## config.mk

```make
export PLATFORM = sky130hd
export DESIGN_NAME = utf8_to_utf16_decoder
export DESIGN_NICKNAME = d
export VERILOG_FILES = /design/src/rtl/core/u8u16_pkg.sv /design/src/rtl/core/utf8_to_utf16_decoder.sv
export SDC_FILE = /design/constraint.sdc
export NUM_CORES = 1
export LEC_CHECK = 0
export CAP_MARGIN = 20
export CORE_MARGIN = 2
export CORE_UTILIZATION = 64
export DETAILED_ROUTE_END_ITERATION = 7
export DONT_BUFFER_PORTS = 1
export GPL_ROUTABILITY_DRIVEN = 0
export HOLD_SLACK_MARGIN = 0.12
export PLACE_DENSITY = 0.9
export SLEW_MARGIN = 5
export SYNTH_ARGS = -nofsm -noshare
export SYNTH_HDL_FRONTEND = slang
export SYNTH_SLANG_ARGS = --single-unit
```

## constraint.sdc

```tcl
create_clock -name clk -period 4.4 [get_ports clk]
set_clock_uncertainty 0.1 [all_clocks]
set_input_delay 0.22 -clock clk [delete_from_list [all_inputs] [get_ports clk]]
set_output_delay 0.22 -clock clk [all_outputs]
set_load 0.01 [all_outputs]
```

## src/rtl/core/u8u16_pkg.sv

```systemverilog
`timescale 1ns / 1ps
// ---------------------------------------------------------------------------
// u8u16_pkg
// Types and constants shared by the UTF-8 to UTF-16 decoder and its checker.
// ---------------------------------------------------------------------------
package u8u16_pkg;

    // One result item as it waits in the output queue.
    typedef struct packed {
        logic [15:0] code_unit;
        logic        result_kind;
        logic        end_of_string;
    } res_t;

    localparam logic RESULT_UNIT  = 1'b0;
    localparam logic RESULT_ERROR = 1'b1;

    localparam logic [7:0]  LEAD2_MIN = 8'hC2;
    localparam logic [7:0]  LEAD2_MAX = 8'hDF;
    localparam logic [7:0]  LEAD3_MIN = 8'hE0;
    localparam logic [7:0]  LEAD3_MAX = 8'hEF;
    localparam logic [7:0]  LEAD4_MIN = 8'hF0;
    localparam logic [7:0]  LEAD4_MAX = 8'hF4;

    localparam logic [20:0] MIN_CP_2  = 21'h000080;
    localparam logic [20:0] MIN_CP_3  = 21'h000800;
    localparam logic [20:0] MIN_CP_4  = 21'h010000;
    localparam logic [20:0] MAX_CP    = 21'h10FFFF;
    localparam logic [20:0] BMP_MAX   = 21'h00FFFF;
    localparam logic [20:0] SURR_LO   = 21'h00D800;
    localparam logic [20:0] SURR_HI   = 21'h00DFFF;
    localparam logic [15:0] HIGH_BASE = 16'hD800;
    localparam logic [15:0] LOW_BASE  = 16'hDC00;

    // Leading six bits of a high and a low surrogate unit.
    localparam logic [5:0]  HIGH_TAG  = 6'b110110;
    localparam logic [5:0]  LOW_TAG   = 6'b110111;

    localparam int unsigned QUEUE_DEPTH = 4;
    localparam int unsigned PTR_W       = $clog2(QUEUE_DEPTH);
    localparam int unsigned CNT_W       = $clog2(QUEUE_DEPTH + 1);

endpackage

```

## src/rtl/core/utf8_to_utf16_decoder.sv

```systemverilog
`timescale 1ns / 1ps
// ---------------------------------------------------------------------------
// utf8_to_utf16_decoder
// Strict UTF-8 to UTF-16 transcoder, one byte in, up to two units out.
// ---------------------------------------------------------------------------
// The block takes one UTF-8 byte per clock while s_axis_tready is high and
// decodes it in the cycle it is accepted; its results are written into a
// four-entry result queue and read out from its head. A byte that completes
// a code point above FFFF yields a surrogate pair, which leaves as two
// successive output items; the output side drains one unit per clock while
// m_axis_tready is high. Input ready is held high while at least two
// queue entries are free. On the first error in a string one error item is
// sent and the rest of the string is dropped; the last byte of the string
// then brings a closing error item unless the error fell on that byte.
module utf8_to_utf16_decoder
    import u8u16_pkg::*;
(
    input  logic        clk,
    input  logic        rst_n,
    input  logic        s_axis_tvalid,
    output logic        s_axis_tready,
    input  logic [7:0]  s_axis_tdata,   // [7:0] data_byte
    input  logic        s_axis_tlast,   // last_byte
    output logic        m_axis_tvalid,
    input  logic        m_axis_tready,
    output logic [15:0] m_axis_tdata,   // [15:0] code_unit
    output logic        m_axis_tuser,   // result_kind
    output logic        m_axis_tlast    // end_of_string
);

    logic [1:0]  expect_reg, expect_next;
    logic [20:0] partial_reg, partial_next;
    logic [1:0]  seqlen_reg, seqlen_next;
    logic        err_reg, err_next;

    res_t             queue_reg [QUEUE_DEPTH];
    logic [PTR_W-1:0] wr_ptr_reg, rd_ptr_reg;
    logic [CNT_W-1:0] count_reg;

    logic        in_fire, out_fire;
    logic [7:0]  b;
    logic        last;
    logic [1:0]  n_res;
    res_t        res0, res1;
    logic [20:0] cont_cp;
    logic [1:0]  expect_dec;
    logic [20:0] minimum;
    logic [19:0] cp_off;

    assign b        = s_axis_tdata;
    assign last     = s_axis_tlast;
    assign in_fire  = s_axis_tvalid && s_axis_tready;
    assign out_fire = m_axis_tvalid && m_axis_tready;

    assign cont_cp    = {partial_reg[14:0], b[5:0]};
    assign expect_dec = expect_reg - 2'd1;
    assign cp_off     = cont_cp[19:0] - MIN_CP_4[19:0];

    always_comb
    begin
        unique case (seqlen_reg)
            2'd1:    minimum = MIN_CP_2;
            2'd2:    minimum = MIN_CP_3;
            default: minimum = MIN_CP_4;
        endcase
    end

    // Decode of the byte at the input against the sequence state.
    always_comb
    begin
        logic raise;
        raise        = 1'b0;
        n_res        = 2'd0;
        res0         = '{code_unit: 16'h0000, result_kind: RESULT_UNIT, end_of_string: last};
        res1         = '{code_unit: 16'h0000, result_kind: RESULT_UNIT, end_of_string: last};
        expect_next  = expect_reg;
        partial_next = partial_reg;
        seqlen_next  = seqlen_reg;
        err_next     = err_reg;

        if (err_reg)
        begin
            // Bytes after an error are dropped until the end of the string.
            if (last)
            begin
                raise = 1'b1;
            end
        end
        else if (expect_reg == 2'd0)
        begin
            if (!b[7])
            begin
                n_res          = 2'd1;
                res0.code_unit = {8'h00, b};
            end
            else if (b >= LEAD2_MIN && b <= LEAD2_MAX)
            begin
                partial_next = {16'h0000, b[4:0]};
                expect_next  = 2'd1;
                seqlen_next  = 2'd1;
                raise        = last;
            end
            else if (b >= LEAD3_MIN && b <= LEAD3_MAX)
            begin
                partial_next = {17'h00000, b[3:0]};
                expect_next  = 2'd2;
                seqlen_next  = 2'd2;
                raise        = last;
            end
            else if (b >= LEAD4_MIN && b <= LEAD4_MAX)
            begin
                partial_next = {18'h00000, b[2:0]};
                expect_next  = 2'd3;
                seqlen_next  = 2'd3;
                raise        = last;
            end
            else
            begin
                raise = 1'b1;
            end
        end
        else if (b[7:6] != 2'b10)
        begin
            raise = 1'b1;
        end
        else if (expect_dec != 2'd0)
        begin
            partial_next = cont_cp;
            expect_next  = expect_dec;
            raise        = last;
        end
        else
        begin
            expect_next  = 2'd0;
            partial_next = '0;
            seqlen_next  = 2'd0;
            if (cont_cp < minimum || cont_cp > MAX_CP ||
                (cont_cp >= SURR_LO && cont_cp <= SURR_HI))
            begin
                raise = 1'b1;
            end
            else if (cont_cp <= BMP_MAX)
            begin
                n_res          = 2'd1;
                res0.code_unit = cont_cp[15:0];
            end
            else
            begin
                n_res              = 2'd2;
                res0.code_unit     = HIGH_BASE + {6'h00, cp_off[19:10]};
                res0.end_of_string = 1'b0;
                res1.code_unit     = LOW_BASE + {6'h00, cp_off[9:0]};
            end
        end

        if (raise)
        begin
            n_res            = 2'd1;
            res0.code_unit   = 16'h0000;
            res0.result_kind = RESULT_ERROR;
            expect_next      = 2'd0;
            partial_next     = '0;
            seqlen_next      = 2'd0;
            err_next         = !last;
        end
    end

    always_ff @(posedge clk or negedge rst_n)
    begin
        if (!rst_n)
        begin
            expect_reg  <= 2'd0;
            partial_reg <= '0;
            seqlen_reg  <= 2'd0;
            err_reg     <= 1'b0;
        end
        else if (in_fire)
        begin
            expect_reg  <= expect_next;
            partial_reg <= partial_next;
            seqlen_reg  <= seqlen_next;
            err_reg     <= err_next;
        end
    end

    // Result queue: up to two writes and one read per cycle.
    always_ff @(posedge clk)
    begin
        if (in_fire && n_res != 2'd0)
        begin
            queue_reg[wr_ptr_reg] <= res0;
        end
        if (in_fire && n_res == 2'd2)
        begin
            queue_reg[wr_ptr_reg + PTR_W'(1)] <= res1;
        end
    end

    always_ff @(posedge clk or negedge rst_n)
    begin
        if (!rst_n)
        begin
            wr_ptr_reg <= '0;
            rd_ptr_reg <= '0;
            count_reg  <= '0;
        end
        else
        begin
            if (in_fire)
            begin
                wr_ptr_reg <= wr_ptr_reg + PTR_W'(n_res);
            end
            if (out_fire)
            begin
                rd_ptr_reg <= rd_ptr_reg + PTR_W'(1);
            end
            count_reg <= count_reg + (in_fire ? CNT_W'(n_res) : CNT_W'(0))
                                   - (out_fire ? CNT_W'(1) : CNT_W'(0));
        end
    end

    assign s_axis_tready = (count_reg <= CNT_W'(QUEUE_DEPTH - 2));
    assign m_axis_tvalid = (count_reg != '0);
    assign m_axis_tdata  = queue_reg[rd_ptr_reg].code_unit;
    assign m_axis_tuser  = queue_reg[rd_ptr_reg].result_kind;
    assign m_axis_tlast  = queue_reg[rd_ptr_reg].end_of_string;

endmodule

```

Yosys cells after proc, flatten, opt, wreduce, memory -nomap -nowiden
Memory sizes are Yosys's and may differ from the RTL's.
Index checks and enable logic that the tools add are counted.
{"block": "classes", "n_addsub": 9, "multipliers": 0, "n_div": 0, "magnitude_cmp": 12, "eq_ne": 9, "n_shift": 0, "n_mux": 68, "bitwise_logic": 0, "n_reduce_logical": 18}
{"operator": "2-to-1 mux 16 bit", "n": 12}
{"operator": "2-to-1 mux 15 bit", "n": 9}
{"operator": "2-to-1 mux 2 bit", "n": 22}
{"operator": "<= comparator 21 x 16 -> 1 bit (second input constant)", "n": 2}
{"operator": "case mux 17 bit (2 select lines)", "n": 1}
{"operator": "adder 15 x 11 -> 16 bit (first input constant)", "n": 2}
{"operator": ">= comparator 8 bit (second input constant)", "n": 3}
{"operator": "<= comparator 8 bit (second input constant)", "n": 3}
{"operator": "2-to-1 mux 1 bit", "n": 22}
{"operator": ">= comparator 21 x 16 -> 1 bit (second input constant)", "n": 1}
{"operator": "greater-than comparator 21 bit (second input constant)", "n": 1}
{"operator": "< comparator 21 x 17 -> 1 bit", "n": 1}
{"operator": "subtractor 20 x 17 -> 20 bit (second input constant)", "n": 1}
{"operator": "2-to-1 mux 17 bit", "n": 1}
{"operator": "inequality test 3 x 2 -> 1 bit (second input constant)", "n": 3}
{"operator": "logical AND 1 bit", "n": 8}
{"operator": "2-to-1 mux 7 bit", "n": 1}
{"operator": "AND reduction 6 bit", "n": 1}
{"operator": "inequality test 5 x 1 -> 1 bit (second input constant)", "n": 1}
{"operator": "AND reduction 5 bit", "n": 1}
{"operator": "adder 2 x 1 -> 2 bit (second input constant)", "n": 2}
{"operator": "== test 2 bit (second input constant)", "n": 2}
{"operator": "nonzero test 2 bit", "n": 2}
{"operator": "adder 3 x 2 -> 3 bit", "n": 1}
{"operator": "12 further kinds", "n": 13}
{"block": "word_totals", "regBits": 27, "latch_bits": 0, "ramBits": 72, "mem_bits_ro": 0, "inputBits": 13, "output_inout_bits": 20, "elab_cells": 124, "n_memories": 1}
{"name": "queue_reg", "words": 4, "word_bits": 18, "read_ports": 1, "rd_ports_with_merged_regs": 0, "write_ports": 2, "line": "utf8_to_utf16_decoder.sv:36", "rtl": "res_t queue_reg [QUEUE_DEPTH];"}

Depth between registers and ports, before layout
{"block": "depth", "ltp_word": 15, "ltp_mapped": 18, "depth_no_buf": 18}

Worst setup path after synthesis
OpenSTA, ideal clock, no wires.
{"block": "synth_path", "path_type": "register to register", "startpoint": "register seqlen_reg[0]", "endpoint": "register count_reg[2]", "arrival_time_ns": 3.162, "required_ns": 4.177, "path_slack_ns": 1.016, "stages_incl_launch_ff": 19, "n_path_buf": 0, "period_less_slack_ns": 3.384, "path_cell_list": "dfrtp_1 -> inv_1 -> ha_1 -> inv_1 -> ha_1 -> or2_2 -> nor4_1 -> a21oi_1 -> and4_4 -> a31oi_1 -> nand2_1 -> nand2_1 -> ha_1 -> inv_1 -> ha_1 -> inv_1 -> fa_1 -> xor2_1 -> xnor2_1"}
{"block": "synth_between", "elab_chain_cells": 14}
{"item": "from (decl)", "line": "utf8_to_utf16_decoder.sv:33", "rtl": "logic [1:0] seqlen_reg, seqlen_next;"}
{"item": "from (signal assigned)", "line": "utf8_to_utf16_decoder.sv:181", "rtl": "seqlen_reg <= seqlen_next;"}
{"item": "== test 2 bit / == test 2 x 1 -> 1 bit (equally long branches)", "line": "utf8_to_utf16_decoder.sv:61", "rtl": "unique case (seqlen_reg)"}
{"item": "case mux 17 bit (2 select lines) *", "line": "utf8_to_utf16_decoder.sv:61"}
{"item": "< comparator 21 x 17 -> 1 bit *", "line": "utf8_to_utf16_decoder.sv:137", "rtl": "if (cont_cp < minimum || cont_cp > MAX_CP ||"}
{"item": "logical OR 1 bit * (2 in series)", "line": "utf8_to_utf16_decoder.sv:137"}
{"item": "2-to-1 mux 2 bit / 2-to-1 mux 1 bit (equally long branches)", "line": "utf8_to_utf16_decoder.sv:137"}
{"item": "2-to-1 mux 2 bit / 2-to-1 mux 1 bit (equally long branches)", "line": "utf8_to_utf16_decoder.sv:126", "rtl": "else if (expect_dec != 2'd0)"}
{"item": "2-to-1 mux 2 bit / 2-to-1 mux 1 bit (equally long branches)", "line": "utf8_to_utf16_decoder.sv:122", "rtl": "else if (b[7:6] != 2'b10)"}
{"item": "2-to-1 mux 2 bit / 2-to-1 mux 1 bit (equally long branches)", "line": "utf8_to_utf16_decoder.sv:89", "rtl": "else if (expect_reg == 2'd0)"}
{"item": "2-to-1 mux 2 bit / 2-to-1 mux 1 bit (equally long branches)", "line": "utf8_to_utf16_decoder.sv:81", "rtl": "if (err_reg)"}
{"item": "2-to-1 mux 2 bit *", "line": "utf8_to_utf16_decoder.sv:156", "rtl": "if (raise)"}
{"item": "2-to-1 mux 2 bit *", "line": "utf8_to_utf16_decoder.sv:217", "rtl": "count_reg <= count_reg + (in_fire ? CNT_W'(n_res) : CNT_W'(0))"}
{"item": "adder 3 x 2 -> 3 bit *", "line": "utf8_to_utf16_decoder.sv:217"}
{"item": "subtractor 3 x 1 -> 3 bit *", "line": "utf8_to_utf16_decoder.sv:218", "rtl": "- (out_fire ? CNT_W'(1) : CNT_W'(0));"}
{"item": "to (signal assigned)", "line": "utf8_to_utf16_decoder.sv:217"}
{"item": "to (decl)", "line": "utf8_to_utf16_decoder.sv:38", "rtl": "logic [CNT_W-1:0] count_reg;"}
Every way passes the cells marked *; elsewhere a longest branch is shown, timed or not.
A chain may end at the register's enable or synchronous reset.

Worst setup path after layout
{"block": "layout_path", "startpoint": "register partial_reg[4]", "endpoint": "register count_reg[2]"}
{"block": "layout_between", "elab_chain_cells": 12}
{"item": "from (decl)", "line": "utf8_to_utf16_decoder.sv:32", "rtl": "logic [20:0] partial_reg, partial_next;"}
{"item": "from (signal assigned)", "line": "utf8_to_utf16_decoder.sv:180", "rtl": "partial_reg <= partial_next;"}
{"item": "< comparator 21 x 17 -> 1 bit, or another cell as far along", "line": "utf8_to_utf16_decoder.sv:137"}
{"item": "logical OR 1 bit / logical AND 1 bit (equally long branches)", "line": "utf8_to_utf16_decoder.sv:137, utf8_to_utf16_decoder.sv:138"}
{"item": "logical OR 1 bit", "line": "utf8_to_utf16_decoder.sv:137"}
{"item": "2-to-1 mux 2 bit / 2-to-1 mux 1 bit (equally long branches)", "line": "utf8_to_utf16_decoder.sv:137"}
{"item": "2-to-1 mux 2 bit / 2-to-1 mux 1 bit (equally long branches)", "line": "utf8_to_utf16_decoder.sv:126"}
{"item": "2-to-1 mux 2 bit / 2-to-1 mux 1 bit (equally long branches)", "line": "utf8_to_utf16_decoder.sv:122"}
{"item": "2-to-1 mux 2 bit / 2-to-1 mux 1 bit (equally long branches)", "line": "utf8_to_utf16_decoder.sv:89"}
{"item": "2-to-1 mux 2 bit / 2-to-1 mux 1 bit (equally long branches)", "line": "utf8_to_utf16_decoder.sv:81"}
{"item": "2-to-1 mux 2 bit *", "line": "utf8_to_utf16_decoder.sv:156"}
{"item": "2-to-1 mux 2 bit *", "line": "utf8_to_utf16_decoder.sv:217"}
{"item": "adder 3 x 2 -> 3 bit *", "line": "utf8_to_utf16_decoder.sv:217"}
{"item": "subtractor 3 x 1 -> 3 bit *", "line": "utf8_to_utf16_decoder.sv:218"}
Marked as above.

==> impl_metrics.py <==
metrics = {
    "layout": {
        "area_growth_pct": 7.504,
        "largest_reg_flops": 72,
        "drive_gt1_frac": 0.1622,
        "antenna_cells": 0,
        "fill_cells": 587,
        "multi_input_area_um2": 2597,
        "ff_latch_area_um2": 2758,
        "finish.utilization": 0.6967,
        "nets": 505,
    },
    "cts": {
        "path_clk_slew_ns": 0.10,
        "numCtsBuffers": 9,
        "cts_setup_buffers": 0,
        "cts_root_buffer": "clkbuf_8",
        "cts_tree": "yes",
        "clk_latency_ns": 0.38,
        "post_cts_resized": 0,
        "cts.sinks": 99,
        "clockBufferDepth": 2,
        "cts-htree-levels": 3,
    },
    "sta": {
        "drv_slew": 0,
        "grt_setup_unrepaired": "false",
        "period_needed_ns": 4.108,
        "tightest_slew_ns": 1.162,
        "hold_viol": 0,
        "max_slew_margin": 0.2189,
        "setup_viol": 0,
        "finalSetupTns_ns": 0,
        "finalCritPeriodShare": 0.9337,
        "timing.fmax_mhz": 243.4,
        "hold_ws_ns": 0.1338,
    },
    "power": {
        "power_density_nw_per_um2": 556.5,
        "p_leak_nw": 2.091,
        "peakVddDrop_v": 0.0003817,
    },
    "yosys": {
        "ys_ff_latch": 99,
        "synth_area_um2": 5569,
        "synthesis.nets": 502,
        "seq_area_frac_synth": 0.4952,
        "avgSynthCellArea_um2": 11.63,
        "async_flop_share": 0.2727,
        "synth_area_leaders": "edfxtp_1, dfrtp_1, mux4_2",
        "synth_ff_type": "edfxtp_1",
        "syn_inst": 479,
        "synth_top_cells_by_count": "edfxtp_1, o21ai_0, nand2_1",
        "synth_cell_type_count": 63,
        "synth_top_area_share": 0.3451,
        "yosys.area.top_type": "edfxtp_1",
        "ys_warn_count": 0,
        "synth-edff-count": 64,
        "synth_most_common_cell": "edfxtp_1",
    },
    "routing": {
        "wirelength_um": 14390,
        "via_per_inst": 7.566,
        "drc": 0,
        "num_vias": 4502,
        "ant_nets": 0,
        "drt_first_pass_iters": 6,
        "wl_per_cell_um": 24.18,
        "first_iter_violations": 690,
    },
    "floorplanning": {
        "start_util": 0.6481,
        "coreArea_um2": 8593,
        "die-area_um2": 9463,
        "die_y_um": 97.28,
        "rows": 34,
        "die_width_um": 97.28,
        "ios": 33,
    },
    "worst_setup_path": {
        "startpoint_type": "flop",
        "r2r_slack_ns": 0.29,
        "critPathBufInv": 2,
        "worstPathMaxFanout": 14,
        "worstPathArrival_ns": 4.32,
        "reg2reg_depth": 14,
        "path_cells": "nand4_1 -> nor4_1 -> mux2i_1 -> nor2_1 -> a31oi_1 -> nand2_1 -> nand2_1 -> ha_1 -> inv_1 -> ha_1 -> inv_1 -> fa_1 -> xor2_1 -> xnor2_1",
        "crit_path_start": "partial_reg[4]",
        "r2r_end": "count_reg[2]",
        "cp-endpoint": "count_reg[2]",
        "critPathKind": "reg -> reg",
        "cp.depth": 14,
        "critPathRequiredTime_ns": 4.61,
        "cp_top_family": "simple AND/OR/NAND/NOR gates",
        "worstReg2RegStart": "partial_reg[4]",
        "cpPeakStageDelay_ns": 0.70,
        "end_kind": "flop",
        "worst_path_max_delay_cell": "nor2_1",
    },
    "run_status": {
        "status": "complete, no violations",
    },
    "grt": {
        "grt_max_degree": 28,
        "grt_first_pass_wirelength_um": 23020,
        "antenna_found_initial": 0,
        "grt_overflow_total": 0,
        "grt_usage": 0.3142,
        "grt_pass1_vias": 4385,
    },
    "run": {
        "drv_cap": 0,
    },
    "hold_path": {
        "hold_class": "in -> reg",
    },
    "placement": {
        "io_buffers": 0,
        "post-dp-hpwl_um": 9924,
    },
}
[logic make-up (layout without fill, tap and decap cells)]
| kind of cell | after synthesis | after routing | synth area share |
|---|---|---|---|
| AO/OA/AOI/OAI | 160 | 160 | 0.2188 |
| XOR/XNOR | 6 | 6 | 0.009436 |
| adder cells (fa/ha/maj) | 10 | 10 | 0.02382 |
| buffers and inverters | 49 | 57 | 0.03842 |
| flip-flops | 99 | 99 | 0.4952 |
| multiplexers | 20 | 20 | 0.07639 |
| AND/OR/NAND/NOR | 135 | 135 | 0.1380 |
[how the worst min path moves through the flow]
stage	start	end	slack (ns)	depth (start not counted)
after floorplan	rst_n	count_reg[0]	-0.18	0
after CTS	s_axis_tdata[5]	expect_reg[1]	0.13	2
after global routing	rst_n	count_reg[1]	0.17	2
after global placement	rst_n	expect_reg[0]	-0.17	0
final	s_axis_tdata[5]	expect_reg[1]	0.13	2
after detailed placement	rst_n	expect_reg[1]	-0.17	0
[power by group]
part           internal [mW]  switching (mW)  total, mW
Sequential              1.15           0.210       1.36
Clock                  0.278           0.354      0.631
Combinational          0.508           0.828       1.34
Total                   1.94            1.39       3.33
[routing by layer]
metal  vias up  global-route usage  routed length [um]
met3        85             0.07554                1789
met2       379              0.4952                6826
met4         0              0.1410                 681
li1       1915                   -                   -
met5         -                   0                   0
met1      2123              0.4190                5089
[area by class of cell]
| cell class | count | share of cell area |
|---|---|---|
| inverters | 17 | 0.01066 |
| repair buffers | 24 | 0.03678 |
| clock buffers | 9 | 0.02069 |
| clock inverters | 7 | 0.01484 |
| flip-flops and latches | 99 | 0.4606 |
| multi-input cells | 331 | 0.4339 |
| well taps | 108 | 0.02257 |
[through the flow]
step	power, mW	instance area [um2]	std cells	setup WS [ns]
4_1_cts	3.300	5987	595	0.4435
3_3_place_gp	2.590	5644	567	0.7110
2_1_floorplan	2.349	5569	479	1.016
5_1_grt	3.490	5987	595	0.1274
3_5_place_dp	2.654	5644	567	0.4994
6_report	3.332	5987	595	0.2915
[worst register-to-register path, stage by stage (launching register included)]
cell	delay [ns]
dfrtp_1	0.56
nand4_1	0.19
nor4_1	0.45
mux2i_1	0.22
nor2_1	0.70
a31oi_1	0.32
nand2_1	0.17
nand2_1	0.07
ha_1	0.28
inv_1	0.06
ha_1	0.14
inv_1	0.05
fa_1	0.40
xor2_1	0.20
xnor2_1	0.14
[layout by cell type (no fill, tap or decap), drive strengths merged, types with 3 or more instances in the layout]
| cell | n |
|---|---|
| nand3 | 14 |
| a21oi | 12 |
| and4 | 4 |
| nor3 | 14 |
| nand4 | 8 |
| o21a | 4 |
| dfrtp | 27 |
| edfxtp | 64 |
| nor4 | 11 |
| o2bb2ai | 3 |
| o32ai | 6 |
| nand2 | 45 |
| buf | 13 |
| a31o | 5 |
| o22ai | 9 |
| a31oi | 7 |
| or3 | 6 |
| dfxtp | 8 |
| ha | 9 |
| o211ai | 3 |
| o21ai | 46 |
| o31ai | 10 |
| a32o | 16 |
| dlygate4sd3 | 11 |
| nor2 | 16 |
| xnor2 | 4 |
| inv | 21 |
| clkbuf | 9 |
| and2 | 9 |
| mux4 | 18 |
| a21o | 3 |
| a22o | 28 |
[timing repair]
action | CTS | global route
hold buffers | 12 | 0
endpoints found under the hold margin | 63 | 0
setup endpoints to repair | 0 | 0
Note: power is estimated with default switching activity, not from simulation.
